<file path="src/rtl/tbp_pkg.sv">
// ----------------------------------------------------------------------------
// tbp_pkg
// shared types, constants and helper functions of the tage branch predictor
// ----------------------------------------------------------------------------
`default_nettype none

package tbp_pkg;

  localparam int TAG_IDX_BITS = 10;
  localparam int BIM_IDX_BITS = 12;
  localparam int NUM_TAGGED   = 4;
  localparam int PATH_BITS    = 16;
  localparam int LONGEST      = 130;
  localparam int MAX_TAG_BITS = 12;

  localparam int TAG_SIZE = 1 << TAG_IDX_BITS;
  localparam int BIM_SIZE = 1 << BIM_IDX_BITS;
  localparam int CLR_BITS = (BIM_IDX_BITS > TAG_IDX_BITS) ? BIM_IDX_BITS : TAG_IDX_BITS;
  localparam int UCNT_BITS = TAG_IDX_BITS + 1;

  localparam int HIST0 = (130 < LONGEST) ? 130 : LONGEST;
  localparam int HIST1 = (44 < LONGEST) ? 44 : LONGEST;
  localparam int HIST2 = (15 < LONGEST) ? 15 : LONGEST;
  localparam int HIST3 = (5 < LONGEST) ? 5 : LONGEST;
  localparam int HIST [NUM_TAGGED] = '{HIST0, HIST1, HIST2, HIST3};

  localparam int TW0 = MAX_TAG_BITS;
  localparam int TW3 = MAX_TAG_BITS - 1;
  localparam int TAG_W [NUM_TAGGED] = '{TW0, TW0, TW0, TW3};

  localparam int FI_SH [NUM_TAGGED] = '{HIST0 % TAG_IDX_BITS, HIST1 % TAG_IDX_BITS,
                                        HIST2 % TAG_IDX_BITS, HIST3 % TAG_IDX_BITS};
  localparam int FT0_SH [NUM_TAGGED] = '{HIST0 % TW0, HIST1 % TW0, HIST2 % TW0, HIST3 % TW3};
  localparam int FT1_SH [NUM_TAGGED] = '{HIST0 % (TW0 - 1), HIST1 % (TW0 - 1),
                                         HIST2 % (TW0 - 1), HIST3 % (TW3 - 1)};

  localparam logic [2:0]  CTR_MAX  = 3'd7;
  localparam logic [2:0]  WEAK_T   = 3'd4;
  localparam logic [2:0]  WEAK_NT  = 3'd3;
  localparam logic [1:0]  U_MAX    = 2'd3;
  localparam logic [3:0]  ALT_MAX  = 4'd15;
  localparam logic [3:0]  ALT_INIT = 4'd8;
  localparam logic [1:0]  BIM_INIT = 2'd2;
  localparam logic [15:0] LFSR_MASK = 16'hB400;
  localparam logic [2:0]  PROV_BIM = 3'd4;

  localparam logic [3:0]  RST_ALT_THR = 4'd8;
  localparam logic [4:0]  RST_PLOG    = 5'd18;
  localparam logic [15:0] RST_SEED    = 16'd44257;
  localparam logic [4:0]  MAX_PLOG    = 5'd24;

  localparam logic [1:0] REG_ALT_THR = 2'd0;
  localparam logic [1:0] REG_PLOG    = 2'd1;
  localparam logic [1:0] REG_SEED    = 2'd2;

  // reciprocal of 100 scaled by 2^22, rounded down
  localparam logic [15:0] RECIP100 = 16'd41943;

  typedef struct packed {
    logic [2:0]              ctr;
    logic [MAX_TAG_BITS-1:0] tag;
    logic [1:0]              u;
  } tbp_entry_t;

  typedef enum logic [2:0] {
    ST_CLEAR, ST_IDLE, ST_READ, ST_EVAL, ST_WRITE, ST_HOLD, ST_SWEEP
  } tbp_state_t;

  typedef struct packed {
    logic clear;
    logic in_ready;
    logic accept;
    logic read;
    logic eval;
    logic commit;
    logic load_out;
    logic sweep;
  } tbp_cmd_t;

  typedef struct packed {
    logic clear_done;
    logic sweep_done;
    logic tick_wrap;
    logic sweep_pend;
    logic out_free;
  } tbp_sts_t;

  function automatic logic [15:0] lfsr_step(input logic [15:0] v);
    logic [15:0] n;
    n = v >> 1;
    if (v[0]) begin
      n = n ^ LFSR_MASK;
    end
    return n;
  endfunction

  function automatic logic [15:0] fold(input logic [15:0] c, input logic t, input logic g,
                                       input int clen, input int sh);
    logic [16:0] v;
    v = ({c, 1'b0} | 17'(t)) ^ (17'(g) << sh);
    v = v ^ (v >> clen);
    return v[15:0] & ((16'd1 << clen) - 16'd1);
  endfunction

  function automatic logic [6:0] alloc_thr(input logic [2:0] k);
    logic [6:0] r;
    case (k)
      3'd2: r = 7'd49;
      3'd3: r = 7'd33;
      3'd4: r = 7'd24;
      3'd5: r = 7'd19;
      default: r = 7'd0;
    endcase
    return r;
  endfunction

endpackage

`default_nettype wire

</file>
<file path="src/rtl/tbp_ctrl.sv">
// ----------------------------------------------------------------------------
// tbp_ctrl
// sequencer: reset clearing pass, per-branch read/eval/write, useful sweep
// ----------------------------------------------------------------------------
`default_nettype none

module tbp_ctrl
  import tbp_pkg::*;
(
  input  wire logic     clk,
  input  wire logic     rst,
  input  wire logic     s_tvalid,
  input  wire tbp_sts_t sts,
  output tbp_cmd_t      cmd
);

  tbp_state_t state, state_next;

  always_ff @(posedge clk) begin
    if (rst) begin
      state <= ST_CLEAR;
    end else begin
      state <= state_next;
    end
  end

  always_comb begin
    state_next = state;
    cmd = '0;
    case (state)
      ST_CLEAR: begin
        cmd.clear = 1'b1;
        if (sts.clear_done) begin
          state_next = ST_IDLE;
        end
      end
      ST_IDLE: begin
        cmd.in_ready = 1'b1;
        if (s_tvalid) begin
          cmd.accept = 1'b1;
          state_next = ST_READ;
        end
      end
      ST_READ: begin
        cmd.read = 1'b1;
        state_next = ST_EVAL;
      end
      ST_EVAL: begin
        cmd.eval = 1'b1;
        state_next = ST_WRITE;
      end
      ST_WRITE: begin
        cmd.commit = 1'b1;
        if (sts.out_free) begin
          cmd.load_out = 1'b1;
          state_next = sts.tick_wrap ? ST_SWEEP : ST_IDLE;
        end else begin
          state_next = ST_HOLD;
        end
      end
      ST_HOLD: begin
        if (sts.out_free) begin
          cmd.load_out = 1'b1;
          state_next = sts.sweep_pend ? ST_SWEEP : ST_IDLE;
        end
      end
      ST_SWEEP: begin
        cmd.sweep = 1'b1;
        if (sts.sweep_done) begin
          state_next = ST_IDLE;
        end
      end
      default: begin
        state_next = ST_IDLE;
      end
    endcase
  end

  a_accept_read: assert property (@(posedge clk) disable iff (rst)
    cmd.accept |=> state == ST_READ) else $error("accept not followed by read");

  a_sweep_end: assert property (@(posedge clk) disable iff (rst)
    (state == ST_SWEEP && sts.sweep_done) |=> state == ST_IDLE)
    else $error("sweep did not return to idle");

  a_hold_exit: assert property (@(posedge clk) disable iff (rst)
    (state == ST_HOLD && sts.out_free) |=> (state == ST_IDLE || state == ST_SWEEP))
    else $error("held result not released");

  a_commit_once: assert property (@(posedge clk) disable iff (rst)
    cmd.commit |=> !cmd.commit) else $error("double commit");

endmodule

`default_nettype wire

</file>
<file path="config.mk">
export PLATFORM = sky130hd
export DESIGN_NAME = tbp_ctrl
export DESIGN_NICKNAME = d
export VERILOG_FILES = /design/src/rtl/tbp_pkg.sv /design/src/rtl/tbp_ctrl.sv
export SDC_FILE = /design/constraint.sdc
export NUM_CORES = 1
export LEC_CHECK = 0
export BUFFER_PORTS_ARGS = -buffer_cell sky130_fd_sc_hd__buf_2
export CORE_AREA = 10 10 47 49
export DETAILED_ROUTE_END_ITERATION = 16
export DIE_AREA = 0 0 57 59
export PLACE_DENSITY = 0.61
export SYNTH_ARGS = -nofsm -noshare
export SYNTH_HDL_FRONTEND = slang
export SYNTH_SLANG_ARGS = --single-unit
</file>
<file path="constraint.sdc">
create_clock -name clk -period 1.9 [get_ports clk]
set_input_delay 0.095 -clock clk [delete_from_list [all_inputs] [get_ports clk]]
set_output_delay 0.095 -clock clk [all_outputs]
set_load 0.02 [all_outputs]
</file>
==> flow_metrics.py, run 1 <==
metrics = {
    "synthesis": {
        "yosys_most_used_dff": "dfxtp_1",
        "syn_inst": 46,
        "ys_seq_area_frac": 0.153,
        "avgSynthCellArea_um2": 8.51,
        "synth_warnings": 0,
        "synth_enable_flop_cells": 0,
        "ys_seq_elements": 3,
        "synth_cell_types": 32,
        "synth_area_um2": 392,
        "async_flop_share": 0,
        "synth_nets": 55,
    },
    "clock_tree": {
        "cts_inserted_buffers": 3,
        "cts_htree_levels": 1,
        "clkTransAtPathRegs_ns": 0.04,
        "cts_resized": 0,
        "cts_setup_buffers": 0,
        "cts_tree": "built",
        "ctsHoldBuffers": 0,
        "cts.path.max_buffers": 2,
        "cts.sinks": 3,
        "insertion_delay_ns": 0.24,
        "cts_root_buffer": "clkbuf_4",
    },
    "sta": {
        "hold_viol_final": 0,
        "fin_worst_skew_ns": 0.00512,
        "fmax_mhz": 635,
        "slew_headroom": 0.686,
        "grt_setup_unrepaired": "no",
        "min_period_ns": 1.57,
        "final_max_slew_viol_count": 0,
        "fin_crit_sh": 0.828,
        "worstMarginPinSlew_ns": 0.470,
        "setup_violations": 0,
        "tns_ns": 0,
    },
    "final_layout": {
        "stdcell_area_um2": 479,
        "fillers": 159,
        "register_area_um2": 60.1,
        "top_regs": "state: 3 flops",
        "largest_reg_flops": 3,
        "nets": 72,
        "top_register": "state",
        "syn_to_final_growth_pct": 22.4,
        "diodes": 0,
        "multi_input_area_um2": 290,
        "drive_gt1_frac": 0.468,
    },
    "placed_design": {
        "hpwl_um": 800,
        "io_buffer_count": 15,
        "place_area_um2": 453,
        "gp_congestion": 0.855,
    },
    "route": {
        "wl_per_cell_um": 12.4,
        "vias_per_cell": 4.67,
        "num_vias": 364,
        "wl_um": 970,
        "drt-pass1-iter-count": 4,
        "ant_nets": 0,
        "drtIter0Drc": 3,
        "drc": 0,
    },
    "critical_path": {
        "regToRegStartpoint": "state[1]$_SDFFE_PP0P_",
        "worstPathArrival_ns": 1.72,
        "worstRegToRegCells": 5,
        "critPathKind": "reg2reg",
        "end_kind": "flip-flop",
        "required_ns": 2.05,
        "regToRegSetupSlack_ns": 0.33,
        "cp_max_fo": 10,
        "r2r-end": "state[1]$_SDFFE_PP0P_",
        "start_kind": "flip-flop",
    },
    "pwr": {
        "power.leakage_nw": 0.207,
        "vdd_ir_drop_max_v": 0.000496,
        "p_per_area_mw_per_mm2": 499,
    },
    "global_route": {
        "grt_max_degree": 14,
        "grt_pass1_wl_um": 1680,
        "antenna_found_initial": 0,
        "grt_pass1_vias": 390,
        "grt_overflow_total": 0,
        "grt_util_all_layers": 0.0600,
    },
    "min_path": {
        "holdPathStages": 2,
        "min_path_type": "in2reg",
        "hold_start": "rst",
        "holdPathEnd": "state[1]$_SDFFE_PP0P_",
    },
    "floorplanning": {
        "die_w_um": 57,
        "die_area_mm2": 0.00336,
        "die_h_um": 59,
        "ios": 16,
        "start_util": 0.279,
        "rows": 14,
        "coreArea_mm2": 0.00140,
    },
    "status": {
        "run_status": "completed",
    },
    "job": {
        "cap_violations": 0,
    },
}
layout by cell type, fill, tap and decap left out, types with 2 or more instances in the layout:
cell       n
dfxtp_1    3
nor3_1     3
nor2_1     2
and2_1     2
clkbuf_4   3
buf_2     15
nand2b_1   2
nor2b_1    2
nand2_1    5
worst max path at each step:
stage / endpoint / cells after the start / slack [ns] / startpoint
floorplan: state[1]$_SDFFE_PP0P_ / 4 / 0.42 / state[2]$_SDFFE_PP0P_
global placement: state[1]$_SDFFE_PP0P_ / 5 / 0.38 / state[1]$_SDFFE_PP0P_
detailed placement: state[1]$_SDFFE_PP0P_ / 5 / 0.34 / state[1]$_SDFFE_PP0P_
CTS: state[1]$_SDFFE_PP0P_ / 5 / 0.33 / state[1]$_SDFFE_PP0P_
global route: state[1]$_SDFFE_PP0P_ / 5 / 0.20 / state[1]$_SDFFE_PP0P_
finish: state[1]$_SDFFE_PP0P_ / 5 / 0.33 / state[1]$_SDFFE_PP0P_
through the flow:
stage	power, mW	setup slack (ns)	hold WS, ns	cells	utilization
2_1_floorplan	0.111	0.424	0.161	46	-
3_3_place_gp	0.127	0.382	0.316	74	0.323
3_5_place_dp	0.127	0.345	0.315	74	0.323
4_1_cts	0.246	0.333	0.0592	78	0.342
5_1_grt	0.259	0.205	0.0641	78	0.342
6_report	0.239	0.326	0.0687	78	0.342
cell families (layout without fill, tap and decap cells):
family | after synthesis | count (layout) | share of synthesized area
and+or+nand+nor | 27 | 27 | 0.495
AOI/OAI and AO/OA | 9 | 9 | 0.188
buffers and inverters | 5 | 21 | 0.105
DFF | 3 | 3 | 0.153
adders and majority gates | 1 | 1 | 0.0319
muxes | 1 | 1 | 0.0256
power breakdown:
part	total [mW]	internal, mW	switching, mW
sequential	0.0735	0.0656	0.00787
clock	0.114	0.0788	0.0347
combinational	0.0522	0.0257	0.0264
total	0.239	0.170	0.0690
cell usage after synthesis (2+ instances only):
| cell type | count | share of area |
|---|---|---|
| and2_1 | 2 | 0.032 |
| buf_6 | 3 | 0.086 |
| dfxtp_1 | 3 | 0.15 |
| nand2_1 | 5 | 0.048 |
| nand2b_1 | 2 | 0.032 |
| nor2_1 | 2 | 0.019 |
| nor2b_1 | 2 | 0.032 |
| nor3_1 | 3 | 0.038 |
routing by layer:
layer	up-vias	share of wire	track usage
li1	193	-	-
met1	161	0.49	0.0712
met2	10	0.45	0.0884
met3	0	0.056	0.0279
met4	0	0	0.0302
met5	-	0	0
area by class of cell:
class,instances,share of cell area
Clock buffer,4,0.0548
Timing Repair Buffer,15,0.157
Sequential cell,3,0.125
Tap cell,16,0.0418
Inverter,2,0.0157
Multi-Input combinational cell,38,0.606
critical path, cell delays in order, from the launching register on:
cell and delay (ns):
dfxtp_1 0.60, inv_2 0.09, ha_1 0.31, a21oi_2 0.15, o21ai_2 0.08, a221oi_2 0.26
Power figures use the tool's default switching activity.
==> run 2: changes to the inputs <==
Settings changed: ABC_AREA set to 1, PLACE_DENSITY 0.61 to 0.59.
Clock period 1.9 ns to 1.6 ns, I/O delays scaled along.
==> run 2 against run 1 <==
- fmax is 15% higher
- clock power up 17%
- clock skew shrank 0.0028 ns
- clock-buffer cell count is the same
- synthesized area shrank 8.6%
- non-clock buffer count unchanged
==> flow_metrics.py, run 2 <==
metrics = {
    "critical_path": {
        "required_ns": 1.71,
        "slowest_delay_ns": 0.44,
        "crit_buf_inv": 2,
        "crit_path_end": "state[0]$_SDFFE_PP0P_",
        "critPathKind": "reg2reg",
        "critical-path-top-delay-family": "flip-flops",
        "worstRegToRegCells": 6,
        "end_kind": "flip-flop",
        "r2r-end": "state[0]$_SDFFE_PP0P_",
        "cp_max_fo": 7,
        "regToRegSetupSlack_ns": 0.24,
        "path_cells": "inv_2, ha_1, nand2_1, inv_1, nor3_1, a21oi_1",
        "crit_start": "state[1]$_SDFFE_PP0P_",
        "regToRegStartpoint": "state[1]$_SDFFE_PP0P_",
        "worstPathArrival_ns": 1.48,
        "path_depth": 6,
        "start_kind": "flip-flop",
        "cp_slowest_cell": "dfxtp_1",
    },
    "sta": {
        "final_max_slew_viol_count": 0,
        "slew_headroom": 0.748,
        "fin_ws_ns": 0.236,
        "hold_viol_final": 0,
        "whs_ns": 0.0317,
        "setup_violations": 0,
        "fmax_mhz": 733,
        "fin_crit_sh": 0.853,
        "min_period_ns": 1.36,
        "fin_worst_skew_ns": 0.00236,
        "tns_ns": 0,
        "worstMarginPinSlew_ns": 0.377,
        "grt_setup_unrepaired": "no",
    },
    "synthesis": {
        "synth_area_um2": 358,
        "synth_area_leader_cell": "dfxtp_1",
        "async_flop_share": 0,
        "ys_seq_elements": 3,
        "synth_warnings": 0,
        "syn_inst": 58,
        "synth_nets": 67,
        "synth_common_cells": "inv_1 (10), nand2_1 (8), nand3_1 (5), nor2_1 (5)",
        "yosys_most_used_dff": "dfxtp_1",
        "synth_top_cell_area_share": 0.168,
        "synth_cell_types": 22,
        "synth_enable_flop_cells": 0,
        "avgSynthCellArea_um2": 6.17,
        "synthMostInstantiatedCell": "inv_1",
        "synth.area.top_cells": "dfxtp_1 (17%), inv_1 (10%), nand2_1 (8.4%), nand3_1 (7.0%), buf_6 (6.3%)",
        "ys_seq_area_frac": 0.168,
    },
    "route": {
        "top_layer_used": "met3",
        "drtIter0Drc": 3,
        "dr_wl_met3_um": 94,
        "drc": 0,
        "met1_length_um": 434,
        "wl_per_cell_um": 10.0,
        "wl_um": 913,
        "num_vias": 399,
        "route.met2.wl_um": 383,
        "drt-pass1-iter-count": 2,
        "vias_per_cell": 4.38,
        "ant_nets": 0,
    },
    "floorplanning": {
        "coreArea_mm2": 0.00140,
        "ios": 16,
        "rows": 14,
        "die_h_um": 59,
        "die_area_mm2": 0.00336,
        "start_util": 0.255,
        "die_w_um": 57,
    },
    "clock_tree": {
        "cts_tree": "built",
        "cts.sinks": 3,
        "clkTransAtPathRegs_ns": 0.04,
        "cts_setup_buffers": 0,
        "cts_htree_levels": 1,
        "insertion_delay_ns": 0.23,
        "cts.path.max_buffers": 2,
        "cts_resized": 0,
        "cts_inserted_buffers": 3,
        "cts_root_buffer": "clkbuf_4",
        "ctsHoldBuffers": 0,
    },
    "final_layout": {
        "final_common_cell": "buf_2",
        "nets": 85,
        "drive_gt1_frac": 0.373,
        "largest_reg_flops": 3,
        "most-common-layout-cells": "buf_2 (15), inv_1 (10), nand2_1 (8), nand3_1 (5), nor2_1 (5)",
        "syn_to_final_growth_pct": 27.6,
        "top_regs": "state: 3 flops",
        "diodes": 0,
        "stdcell_count": 91,
        "top_register": "state",
    },
    "placed_design": {
        "gp_congestion": 0.796,
        "place_inst": 87,
        "hpwl_um": 800,
        "io_buffer_count": 15,
        "place_ws_ns": 0.230,
    },
    "status": {
        "run_status": "completed",
    },
    "global_route": {
        "grt_overflow_total": 0,
        "grt_pass1_wl_um": 1670,
        "antenna_found_initial": 0,
        "grt_max_degree": 11,
        "grt_util_all_layers": 0.0619,
        "grt_pass1_vias": 420,
    },
    "pwr": {
        "total_power_uw": 306,
        "vdd_ir_drop_max_v": 0.000511,
        "p_per_area_mw_per_mm2": 670,
        "power.leakage_nw": 0.277,
    },
    "min_path": {
        "min_path_type": "in2reg",
        "hold_start": "rst",
        "holdPathStages": 2,
    },
    "job": {
        "cap_violations": 0,
    },
}
==> run 2: cell count changes after synthesis, sizes merged, moves of 2 or more <==
cell and delta:
nand2 +5, and2 -3, nand4 +4, nor2 +5, nor2b -3, nand3 +5
inv +10, a21oi +2, nand2b -2
==> run 2: report_power, final <==
part	switching [mW]	leakage, nW	internal [mW]
Combinational	0.0508	0.238	0.0336
Sequential	0.0102	0.0245	0.0789
Clock	0.0391	0.0150	0.0935
==> run 2: routing by layer <==
metal	vias to the layer above	GRT usage
met5	-	0
met4	0	0.0201
met3	0	0.0515
met2	10	0.0899
met1	170	0.0655
li1	219	-
==> run 2: cell families after synthesis <==
kind of cell / Yosys count / synth area share
DFF: 3 / 0.168
adders and majority gates: 1 / 0.0350
AOI/OAI and AO/OA: 6 / 0.0944
buffers and inverters: 15 / 0.199
and+or+nand+nor: 33 / 0.503
==> run 2: stage by stage <==
stage	utilization	instance area, µm²
4_1_cts	0.326	457
6_report	0.326	457
5_1_grt	0.326	457
2_1_floorplan	-	358
3_5_place_dp	0.307	430
3_3_place_gp	0.307	430
==> run 2: worst min path at each step <==
stage	to	slack, ns
final	state[1]$_SDFFE_PP0P_	0.03
after global routing	state[1]$_SDFFE_PP0P_	0.02
after CTS	state[1]$_SDFFE_PP0P_	0.02
after detailed placement	state[1]$_SDFFE_PP0P_	0.27
after global placement	state[1]$_SDFFE_PP0P_	0.28
after floorplan	state[1]$_SDFFE_PP0P_	0.14
==> run 2: layout make-up <==
type                    instances  area (µm²)
fillers                       168         945
flip-flops and latches          3        60.1
well taps                      16        20.0
multi-input cells              40         226
inverters                      13        48.8
clock buffers                   4        26.3
repair buffers                 15        75.1
==> run 2: worst register-to-register path: stages, from the launching register on <==
cell and delay (ns):
dfxtp_1 0.44, inv_2 0.11, ha_1 0.30, nand2_1 0.08
inv_1 0.05, nor3_1 0.18, a21oi_1 0.08
